==> config.mk <==
export PLATFORM = sky130hd
export DESIGN_NAME = fletcher_iso_checksum
export DESIGN_NICKNAME = d
export VERILOG_FILES = /design/src/design/fic_pkg.sv /design/src/design/fletcher_iso_checksum.sv
export SDC_FILE = /design/constraint.sdc
export NUM_CORES = 1
export LEC_CHECK = 0
export BUFFER_PORTS_ARGS = -buffer_cell sky130_fd_sc_hd__buf_2
export CAP_MARGIN = 20
export CORE_ASPECT_RATIO = 0.9
export CORE_UTILIZATION = 45
export DETAILED_ROUTE_END_ITERATION = 6
export PLACE_DENSITY = 0.72
export SLEW_MARGIN = 20
export SYNTH_ARGS = -nofsm -noshare
export SYNTH_HDL_FRONTEND = slang
export SYNTH_SLANG_ARGS = --single-unit
==> constraint.sdc <==
create_clock -name clk_i -period 7.2 [get_ports clk_i]
set_input_delay 0.72 -clock clk_i [delete_from_list [all_inputs] [get_ports clk_i]]
set_output_delay 0.72 -clock clk_i [all_outputs]
set_load 0.01 [all_outputs]
==> src/design/fic_pkg.sv <==
`timescale 1ns / 1ps
// ----------------------------------------------------------------------------
// Fletcher ISO checksum package
// Shared constants and the modulo-255 helpers of the checksum datapath.
// ----------------------------------------------------------------------------
package fic_pkg;

  localparam int unsigned DataWidth  = 8;
  localparam int unsigned CountWidth = 16;
  localparam int unsigned CheckWidth = 16;

  localparam logic [9:0] ModBase     = 10'd255;
  localparam logic [9:0] ModBaseTwo  = 10'd510;
  localparam logic [CountWidth-1:0] SkipBytes = CountWidth'(2);
  localparam logic [CountWidth-1:0] CountMax  = {CountWidth{1'b1}};

  // Reduce a value below 765 to the range 0..254.
  function automatic logic [DataWidth-1:0] mod255_small(input logic [9:0] val);
    logic [9:0] res;
    if (val >= ModBaseTwo) begin
      res = val - ModBaseTwo;
    end else if (val >= ModBase) begin
      res = val - ModBase;
    end else begin
      res = val;
    end
    return res[DataWidth-1:0];
  endfunction

  // 16-bit value modulo 255: 256 is 1 mod 255, so add the two bytes.
  function automatic logic [DataWidth-1:0] mod255_fold(input logic [15:0] val);
    logic [9:0] sum;
    sum = {2'b00, val[15:8]} + {2'b00, val[7:0]};
    return mod255_small(sum);
  endfunction

endpackage

==> src/design/fletcher_iso_checksum.sv <==
`timescale 1ns / 1ps
// After the last byte, the result passes the five result registers to m_axis_tvalid.
// Throughput: one byte per cycle unless stalled; the sums update in one step per byte.
// The result path has five registers (capture, fold, 8x8 multiply, reduce, output).
// A result held by m_axis_tready low stalls the whole result path and the input.
// Reset clears the sums, the byte count, check_position and all pipeline valids.
// ----------------------------------------------------------------------------
// Fletcher ISO checksum
// Mod-255 Fletcher sums over a byte stream, first two bytes skipped; emits
// verify sums or computed check bytes at the end of each message.
// ----------------------------------------------------------------------------
module fletcher_iso_checksum
  import fic_pkg::*;
(
  input  logic                  clk_i,
  input  logic                  rst_ni,
  // configuration write: check_position
  input  logic                  cfg_valid,
  output logic                  cfg_ready,
  input  logic [CountWidth-1:0] cfg_data_i,
  // input stream
  input  logic                  s_axis_tvalid,
  output logic                  s_axis_tready,
  input  logic [7:0]            s_axis_tdata,  // [7:0] data_byte
  input  logic                  s_axis_tlast,  // last_byte
  // output stream
  output logic                  m_axis_tvalid,
  input  logic                  m_axis_tready,
  output logic [15:0]           m_axis_tdata   // [15:0] check_value
);

  logic [CountWidth-1:0] pos_q;
  logic [DataWidth-1:0]  a_q, a_d, b_q, b_d;
  logic [CountWidth-1:0] count_q, count_d;

  logic in_xfer, advance;

  // stage 1: final sums and offset term
  logic                  s1_valid_q, s1_verify_q;
  logic [DataWidth-1:0]  s1_a_q, s1_b_q;
  logic [CountWidth-1:0] s1_sop_q;
  // stage 2: sop modulo 255
  logic                  s2_valid_q, s2_verify_q;
  logic [DataWidth-1:0]  s2_a_q, s2_b_q, s2_sop_q;
  // stage 3: product
  logic                  s3_valid_q, s3_verify_q;
  logic [DataWidth-1:0]  s3_a_q, s3_b_q;
  logic [15:0]           s3_prod_q;
  // stage 4: check byte x
  logic                  s4_valid_q, s4_verify_q;
  logic [DataWidth-1:0]  s4_a_q, s4_b_q, s4_x_q;
  // output register
  logic                  out_valid_q, out_verify_q;
  logic [CheckWidth-1:0] out_data_q;

  logic [9:0]            a_sum, b_sum, x_sum, y_sum;
  logic [DataWidth-1:0]  a_acc, b_acc, x_red, x_val, y_val;
  logic [CountWidth-1:0] sop_val;

  assign cfg_ready     = 1'b1;
  assign advance       = !out_valid_q || m_axis_tready;
  assign s_axis_tready = advance;
  assign in_xfer       = s_axis_tvalid && s_axis_tready;

  always_ff @(posedge clk_i or negedge rst_ni) begin
    if (!rst_ni) begin
      pos_q <= '0;
    end else if (cfg_valid && cfg_ready) begin
      pos_q <= cfg_data_i;
    end
  end

  // running sums
  always_comb begin
    a_sum = {2'b00, a_q} + {2'b00, s_axis_tdata};
    a_acc = mod255_small(a_sum);
    b_sum = {2'b00, b_q} + {2'b00, a_acc};
    b_acc = mod255_small(b_sum);
    if (count_q >= SkipBytes) begin
      a_d = a_acc;
      b_d = b_acc;
    end else begin
      a_d = a_q;
      b_d = b_q;
    end
    count_d = (count_q == CountMax) ? count_q : count_q + CountWidth'(1);
    sop_val = count_d - pos_q - CountWidth'(1);
  end

  always_ff @(posedge clk_i or negedge rst_ni) begin
    if (!rst_ni) begin
      a_q     <= '0;
      b_q     <= '0;
      count_q <= '0;
    end else if (in_xfer) begin
      if (s_axis_tlast) begin
        a_q     <= '0;
        b_q     <= '0;
        count_q <= '0;
      end else begin
        a_q     <= a_d;
        b_q     <= b_d;
        count_q <= count_d;
      end
    end
  end

  // x = (sop*a - b) mod 255, zero maps to 255; y = 510 - x - a, folded once
  always_comb begin
    x_sum = {2'b00, s3_prod_q[15:8]} + {2'b00, s3_prod_q[7:0]}
          + (ModBase - {2'b00, s3_b_q});
    x_red = mod255_small(x_sum);
    x_val = (x_red == '0) ? ModBase[DataWidth-1:0] : x_red;
    y_sum = ModBaseTwo - {2'b00, s4_x_q} - {2'b00, s4_a_q};
    y_val = (y_sum > ModBase) ? 8'(y_sum - ModBase) : y_sum[DataWidth-1:0];
  end

  always_ff @(posedge clk_i or negedge rst_ni) begin
    if (!rst_ni) begin
      s1_valid_q  <= 1'b0;
      s2_valid_q  <= 1'b0;
      s3_valid_q  <= 1'b0;
      s4_valid_q  <= 1'b0;
      out_valid_q <= 1'b0;
    end else if (advance) begin
      s1_valid_q  <= in_xfer && s_axis_tlast;
      s2_valid_q  <= s1_valid_q;
      s3_valid_q  <= s2_valid_q;
      s4_valid_q  <= s3_valid_q;
      out_valid_q <= s4_valid_q;
    end
  end

  always_ff @(posedge clk_i) begin
    if (advance) begin
      s1_verify_q  <= (pos_q == '0);
      s1_a_q       <= a_d;
      s1_b_q       <= b_d;
      s1_sop_q     <= sop_val;

      s2_verify_q  <= s1_verify_q;
      s2_a_q       <= s1_a_q;
      s2_b_q       <= s1_b_q;
      s2_sop_q     <= mod255_fold(s1_sop_q);

      s3_verify_q  <= s2_verify_q;
      s3_a_q       <= s2_a_q;
      s3_b_q       <= s2_b_q;
      s3_prod_q    <= {8'd0, s2_sop_q} * {8'd0, s2_a_q};

      s4_verify_q  <= s3_verify_q;
      s4_a_q       <= s3_a_q;
      s4_b_q       <= s3_b_q;
      s4_x_q       <= x_val;

      out_verify_q <= s4_verify_q;
      out_data_q   <= s4_verify_q ? {s4_a_q, s4_b_q} : {s4_x_q, y_val};
    end
  end

  assign m_axis_tvalid = out_valid_q;
  assign m_axis_tdata  = out_data_q;

  // sums stay reduced modulo 255
  assert property (@(posedge clk_i) disable iff (!rst_ni)
    (a_q != 8'd255) && (b_q != 8'd255))
    else $error("running sum left unreduced");

  // message state clears after the last transaction
  assert property (@(posedge clk_i) disable iff (!rst_ni)
    (in_xfer && s_axis_tlast) |=> (a_q == '0 && b_q == '0 && count_q == '0))
    else $error("message state not cleared");

  // a held result stalls the input
  assert property (@(posedge clk_i) disable iff (!rst_ni)
    (out_valid_q && !m_axis_tready) |-> !s_axis_tready)
    else $error("input accepted while pipeline stalled");

  // computed check bytes are never zero
  assert property (@(posedge clk_i) disable iff (!rst_ni)
    (out_valid_q && !out_verify_q) |-> (out_data_q[15:8] != '0 && out_data_q[7:0] != '0))
    else $error("check byte is zero");

endmodule
# Word-level counts from Yosys, hierarchy flattened
# Cells that the tools add are included.
[classes]
add_sub_neg = 20
n_mul = 1
div_mod_pow = 0
order_cmp = 10
eq_ne = 1
shifts = 0
n_mux = 16
bitwise_logic = 0
n_reduce_logical = 6
[op_table]
columns = ["cell", "count"]
rows = [
  ["$mux 8", 13],
  ["$sub 8x8->8 const B", 9],
  ["$mux 16", 3],
  ["$add 8x8->9", 4],
  ["$ge 9x8->1 const B", 3],
  ["$ge 9x9->1 const B", 3],
  ["$add 16x1->16 const B", 1],
  ["$eq 16x16->1 const B", 1],
  ["$ge 16x2->1 const B", 1],
  ["$logic_not 16->1", 1],
  ["$mul 8x8->16", 1],
  ["$sub 16x1->16 const B", 1],
  ["$sub 16x16->16", 1],
  ["$add 9x10->10", 1],
  ["$ge 10x8->1 const B", 1],
  ["$ge 10x9->1 const B", 1],
  ["$gt 10x8->1 const B", 1],
  ["$sub 10x8->10", 1],
  ["$sub 9x8->10 const A", 1],
  ["$sub 8x8->9 const A", 1],
  ["$logic_not 8->1", 1],
  ["$logic_and 1x1->1", 2],
  ["$logic_not 1->1", 1],
  ["$logic_or 1x1->1", 1],
]
[totals]
register_bits = 185
latchBits = 0
mem_bits_rw = 0
romBits = 0
word_cells = 80
memories = 0

# Logic depth before layout (Yosys ltp)
# Gate-level depths: netlist of run 1.
[logic_depth]
word_depth = 10
mapped_depth = 24
depth_no_buf = 24

# Worst setup path before layout of run 1
# Ideal clock, no wire load.
[synth_timing]
kind = "input to register"
startpoint = "input port m_axis_tready"
endpoint = "register b_q[3]"
setup_ps = 69
arrival_time_ps = 6550
t_required_ps = 7131
setup_slack_ps = 581
path_stages = 7
n_path_buf = 1
path_cell_list = "nand2b_1 > clkbuf_1 > nand2_1 > nor2_1 > nand2_1 > or3_1 > nand3_1"
[synth_between]
elab_chain_len = 2
[synth_rtl]
columns = ["element", "line_no", "source"]
rows = [
  ["start, declared", "fletcher_iso_checksum.sv:28", "input logic m_axis_tready,"],
  ["$logic_or 1x1->1", "fletcher_iso_checksum.sv:61", "assign advance = !out_valid_q || m_axis_tready;"],
  ["net s_axis_tready", "fletcher_iso_checksum.sv:23", "output logic s_axis_tready,"],
  ["$logic_and 1x1->1", "fletcher_iso_checksum.sv:63", "assign in_xfer = s_axis_tvalid && s_axis_tready;"],
  ["end signal, assigned", "fletcher_iso_checksum.sv:93", "b_q <= '0;"],
  ["end signal, assigned", "fletcher_iso_checksum.sv:98", "b_q <= '0;"],
  ["end signal, assigned", "fletcher_iso_checksum.sv:102", "b_q <= b_d;"],
  ["end, declared", "fletcher_iso_checksum.sv:33", "logic [DataWidth-1:0] a_q, a_d, b_q, b_d;"],
]
# The timed path passes the listed nets, and every way through them passes these cells.
# A chain may end at the register's enable or synchronous reset.

# Final worst setup path of run 1
[layout_timing]
startpoint = "register a_q[0]"
endpoint = "register s1_b_q[6], data pin"
[layout_between]
elab_chain_len = 9
elab_cells_between_ends = 15
[layout_rtl]
columns = ["element", "line_no", "source"]
rows = [
  ["start, declared", "fletcher_iso_checksum.sv:33", ""],
  ["start signal, assigned", "fletcher_iso_checksum.sv:92", "a_q <= '0;"],
  ["start signal, assigned", "fletcher_iso_checksum.sv:97", "a_q <= '0;"],
  ["start signal, assigned", "fletcher_iso_checksum.sv:101", "a_q <= a_d;"],
  ["$add 8x8->9 (*)", "fletcher_iso_checksum.sv:75", "a_sum = {2'b00, a_q} + {2'b00, s_axis_tdata};"],
  ["$sub 8x8->8 or $ge 9x8->1 (tied branches)", "fic_pkg.sv:23, fic_pkg.sv:22", ""],
  ["$mux 8", "fic_pkg.sv:22", "end else if (val >= ModBase) begin"],
  ["$mux 8 (*)", "fic_pkg.sv:20", "if (val >= ModBaseTwo) begin"],
  ["$add 8x8->9 (*)", "fletcher_iso_checksum.sv:77", "b_sum = {2'b00, b_q} + {2'b00, a_acc};"],
  ["$sub 8x8->8 or $ge 9x8->1 (tied branches)", "fic_pkg.sv:23, fic_pkg.sv:22", ""],
  ["$mux 8", "fic_pkg.sv:22", ""],
  ["$mux 8 (*)", "fic_pkg.sv:20", ""],
  ["$mux 8 (*)", "fletcher_iso_checksum.sv:79", "if (count_q >= SkipBytes) begin"],
  ["net b_d[6]", "fletcher_iso_checksum.sv:33", ""],
  ["end signal, assigned", "fletcher_iso_checksum.sv:138", "s1_b_q <= b_d;"],
  ["end, declared", "fletcher_iso_checksum.sv:40", "logic [DataWidth-1:0] s1_a_q, s1_b_q;"],
]
# The timed path passes the listed nets; every way through them passes the cells marked *.

==> out/metrics.cfg, run 1 <==
[status]
status = complete, no violations

[cts]
cts_buffer_depth = 2
cts.sinks = 185
holdBufCountCts = 0
cts_root_buf = clkbuf_16
clk_latency_ns = 0.42
clk_pin_slew_ns = 0.07
cts_buffers = 17
cts_tree = yes
cts-htree-levels = 4
post_cts_resized = 0
post-cts-setup-buffer-count = 0

[drt]
vias_per_cell = 5.52
drt_iter0_markers = 679
drtPass1Iterations = 4
wl_mm = 26.7
wl_per_cell_um = 15.6
dr_total_vias = 9443
ant_nets = 0
drcViolationCount = 0

[grt]
grt_pass1_vias = 9210
antenna_found_initial = 0
grt_max_degree = 73
grt_overflow_total = 0
grt_usage_pct = 18.9
grt_pass1_wl_mm = 45.0

[sta]
worst_pin_slew_ns = 0.876
finalMaxSlewViolations = 0
relSlewSlack_pct = 41.6
max_freq_mhz = 158
fin_skew_ns = 0.0135
setup_viol_count_final = 0
rsz0062_at_grt = no
post-route-min-period_ns = 6.32
period_share_pct = 87.8
hold_viol_final = 0
setup_tns_ns = 0

[floorplanning]
core_area_um2 = 28300
die_h_um = 164
die_w_um = 182
dieArea_um2 = 29900
num_rows = 58
io-pin-count = 49
initial_utilization_pct = 46.5

[synth]
yosys.area.top_type_share_pct = 30.1
synth-edff-count = 132
synth.area.top_cells = edfxtp_1, ha_1, dfrtp_1
ys_ff_latch = 185
async_flop_share_pct = 28.6
synthCells = 1297
synthFlopType = edfxtp_1
ys_warn_count = 0
synthTopCellsByCount = inv_1, edfxtp_1, nand2_1
synth_seq_area_share_pct = 40.2
syn_area_um2 = 13200
yosys.area.top_type = edfxtp_1
syn_nets = 1490
yosysUniqueCellTypes = 86
yosysMostFrequentCell = inv_1
syn_avg_cell_area_um2 = 10.1

[place]
finalWeightedCongestion = 0.877
port-buffer-count = 47
place_hpwl_mm = 20.3
post_dp_cell_area_um2 = 13800

[worst_hold_path]
min_path_type = input port to asynchronous set/reset pin

[worst_setup_path]
slowest_stage = o41ai_1
required_ns = 7.36
r2r_end = s1_b_q[6]
path_cells = ha_1, fa_1, a211oi_1, o21ai_0, a211oi_2, nand4_1, a21oi_1, and3_1, nor2_1, xnor2_1, inv_1, ha_1, inv_1, fa_1, xor2_1, inv_1, ha_1, and2_1, nor2_1, a2111oi_2, o21ai_1, o41ai_1, xor2_1, a21oi_1
path_max_fanout = 6
crit_family = compound AO/OA/AOI/OAI gates
startpoint_type = register
reg2reg_from = a_q[0]
cpPeakStageDelay_ns = 0.52
critPathKind = register to register
reg2reg_slack_ns = 0.88
worst-r2r-cell-count = 24
cp_num_buf_inv = 3
worst_ep_arrival_time_ns = 6.48
end_kind = register

[flow_run]
drv_cap = 0

[layout]
multiInputGateArea_um2 = 7210
drive_gt1_share_pct = 8.96
num_antenna_cells = 0
regArea_um2 = 5290
fillerInstances = 2531
final_nets = 1531
syn2layout_area_growth_pct = 8.98
final_area_um2 = 14300

==> stage by stage <==
step	hold slack, ns	setup slack [ns]	std cells	utilization (%)
2_1_floorplan	0.400	0.581	1297	-
3_3_place_gp	0.401	0.783	1679	48.6
3_5_place_dp	0.405	0.604	1679	48.6
4_1_cts	0.416	0.956	1711	50.6
5_1_grt	0.423	0.211	1711	50.6
6_report	0.417	0.876	1711	50.6
==> logic make-up after synthesis <==
group / share of synthesized area [%]
simple gates: 14.7
compound gates: 14.8
flops: 40.2
buf+inv: 5.01
fa+ha+maj: 18.4
xor+xnor: 5.59
mux: 1.22
other cells: 0.0285
==> cell usage in the layout (no fill, tap or decap), types with 7 or more instances in the layout <==
cell       instances
edfxtp_1         132
nor3b_1           12
nand2_1          127
nand4_1           10
nor4_1            17
buf_4              7
clkbuf_16         17
and3_1            11
mux2_2             7
o21a_1            13
nor2_1            73
nand2b_1           8
a21oi_1           67
dfrtp_1           53
o31ai_1           11
and2_1            45
a211oi_1           8
a22o_1            12
nor2b_1            8
a21o_1            15
nand3_1           23
o21bai_1           7
nor3_1            20
xor2_1            28
xnor2_1           54
inv_1            140
or3_1              7
a31oi_1            8
o211ai_1           7
mux2i_1            7
ha_1             113
o21ai_0           85
fa_1              50
buf_2             47
==> per-layer routing <==
metal  vias up  GRT usage (%)  routed length (um)
met5         -              0                   0
met4         0           5.23                 418
met3        32           3.04                1100
met2       196           32.2               12800
met1      4527           24.9               12400
li1       4688              -                   -
==> sequential cells by signal, summed over array words and instances, names as in the netlist, 16 cells and up <==
signal / cells
count_q: 16
s3_prod_q: 16
s1_sop_q: 16
m_axis_tdata: 16
pos_q: 16
==> how the worst max path moves through the flow <==
stage / start / end / slack (ns) / cells past startpoint
floorplan: m_axis_tready / b_q[3] / 0.58 / 7
global placement: s_axis_tdata[0] / s1_b_q[6] / 0.78 / 22
detailed placement: s_axis_tdata[0] / s1_b_q[6] / 0.60 / 25
CTS: a_q[0] / s1_b_q[6] / 0.96 / 24
global route: a_q[0] / s1_b_q[6] / 0.21 / 24
finish: a_q[0] / s1_b_q[6] / 0.88 / 24
==> area by class of cell <==
cell class	count	share of cell area (%)
multi-input combinational	940	50.3
clock inverter	15	1.00
tap	360	3.14
inverter	140	3.67
sequential	185	36.9
clock buffer	17	2.97
timing repair buffer	54	2.01
==> worst register-to-register path: cells and delay by family, from the launching register on <==
family | cells | cell delay, ns
and+or+nand+nor | 5 | 0.76
DFF | 1 | 0.44
adders and majority gates | 5 | 1.56
buffers and inverters | 3 | 0.34
xor gates and xnor gates | 3 | 0.55
AOI/OAI and AO/OA | 8 | 2.41
Power of run 1 is left out: the tool's default activity adds up to more than one toggle a clock period on the data nets, which glitch-free logic cannot reach.
==> run 2: changes to the inputs <==
Settings changed: GPL_ROUTABILITY_DRIVEN set to 0, PLACE_DENSITY 0.72 to 0.74.
Clock period 7.2 ns to 5.4 ns, I/O delays scaled along.
==> run 2 against run 1 <==
Compared with the run above:
- via count rose by 4.1%
- setup slack worse by 0.83 ns
- critical path depth fell by 2
- non-clock buffer count rose by 60
- register-to-register slack worse by 0.83 ns
- sequential share of layout area shrank 1.5 points
==> out/metrics.cfg, run 2 (synthesized netlist as in run 1, its figures left out) <==
[layout]
final_common_cell = inv_1
syn2layout_area_growth_pct = 13.7
final_cell_mix = inv_1, edfxtp_1, nand2_1
drive_gt1_share_pct = 14.5
fillerInstances = 2488
num_antenna_cells = 0
final_nets = 1591

[sta]
finalMaxSlewViolations = 0
max_freq_mhz = 187
post-route-min-period_ns = 5.36
period_share_pct = 99.2
hold_viol_final = 0
fin_skew_ns = 0.0152
setup_tns_ns = 0
worst_pin_slew_ns = 0.874
rsz0062_at_grt = yes
relSlewSlack_pct = 41.7
setup_viol_count_final = 0

[floorplanning]
die_h_um = 164
initial_utilization_pct = 46.5
die_w_um = 182
io-pin-count = 49
num_rows = 58
dieArea_um2 = 29900
core_area_um2 = 28300

[grt]
grt_overflow_total = 0
grt_usage_pct = 19.4
grt_pass1_vias = 9657
antenna_found_initial = 0
grt_pass1_wl_mm = 46.5
grt_max_degree = 72

[drt]
drtPass1Iterations = 6
wl_per_cell_um = 15.8
dr_total_vias = 9827
vias_per_cell = 5.55
wl_mm = 28.1
ant_nets = 0
drcViolationCount = 0
drt_iter0_markers = 645

[cts]
clk_latency_ns = 0.44
cts_root_buf = clkbuf_16
cts_buffer_depth = 2
cts_buffers = 17
cts-htree-levels = 4
clk_pin_slew_ns = 0.07
cts.sinks = 185
cts_tree = yes

[worst_setup_path]
startpoint_type = register
path_max_fanout = 6
end_kind = register
required_ns = 5.72
critPathKind = register to register
worst_ep_arrival_time_ns = 5.68

[flow_run]
drv_cap = 0

[worst_hold_path]
min_path_type = input port to asynchronous set/reset pin

[place]
place_hpwl_mm = 21.2
port-buffer-count = 47

[status]
status = complete, no violations

run 2: cell types whose count changed in the layout (fill, tap and decap cells not counted), sizes merged:
| cell | previous run | this run |
|---|---|---|
| buf | 54 | 114 |
| bufinv | 1 | 0 |
| clkbuf | 17 | 22 |
| clkinv | 3 | 6 |
| clkinvlp | 6 | 1 |
| inv | 145 | 143 |
run 2: timing repair:
item / CTS / global route
setup buffers: 2 / 12
endpoints found under the setup margin: 6 / 16
pin swaps: 1 / 32
hold buffers: 0 / 0
gates resized for setup: 1 / 39
run 2: worst max-delay path, cell delays in order, from the launching register on:
cell and delay (ns):
dfrtp_2 0.46, ha_4 0.19, fa_2 0.41, a211oi_4 0.24, buf_4 0.16, nor2_2 0.05, xor2_2 0.17, nand4_1 0.16
a21oi_2 0.16, and3_4 0.22, o22ai_2 0.08, mux2i_1 0.20, inv_1 0.11, ha_4 0.25, a211o_1 0.32, a2111o_1 0.46
o311ai_4 0.12, nand4_4 0.17, a2111oi_4 0.38, and2b_2 0.31, nor4_2 0.07, or3_4 0.38, a22o_1 0.18
run 2: stage by stage:
stage	utilization (%)	hold WS (ns)	setup WS, ns	cell area (um^2)	instances
3_5_place_dp	49.9	0.405	-0.248	14100	1725
5_1_grt	52.8	0.300	-0.293	14900	1771
2_1_floorplan	-	0.244	0.0115	13200	1297
4_1_cts	51.8	0.259	0.0118	14700	1759
3_3_place_gp	49.9	0.401	-0.0480	14100	1725
6_report	52.8	0.236	0.0431	14900	1771
run 2: final cells by class:
class                           count  area (um^2)  share of cell area (%)
Timing Repair Buffer              114          746                    4.99
Multi-Input combinational cell    940         7420                    49.6
Clock buffer                       22          444                    2.97
Clock inverter                     10         70.1                   0.469
Tap cell                          360          450                    3.01
Inverter                          140          526                    3.52
Sequential cell                   185         5290                    35.4
run 2: metal layers:
metal	vias to the layer above	part of all wire [%]	global-route usage [%]	routed length [um]
li1	4791	-	-	-
met1	4734	44	25.1	12400
met3	42	5.1	2.95	1440
met2	260	49	33.7	13700
met5	-	0	0	0
met4	0	2.0	6.04	565
run 2: path summary, 6_finish.rpt:
kind | startpoint | endpoint | slack (ns) | depth (start not counted)
max | a_q[0] | b_q[2] | 0.04 | 22
min | rst_ni | count_q[5] | 0.24 | 2
max in group asynchronous | rst_ni | a_q[0] | 4.63 | 2
min reg2reg | s1_b_q[7] | s2_b_q[7] | 0.41 | 0
max reg2reg | a_q[0] | b_q[2] | 0.04 | 22
min in group clk_i | cfg_data_i[12] | pos_q[12] | 0.31 | 3
Power of run 2 is left out for the same reason.
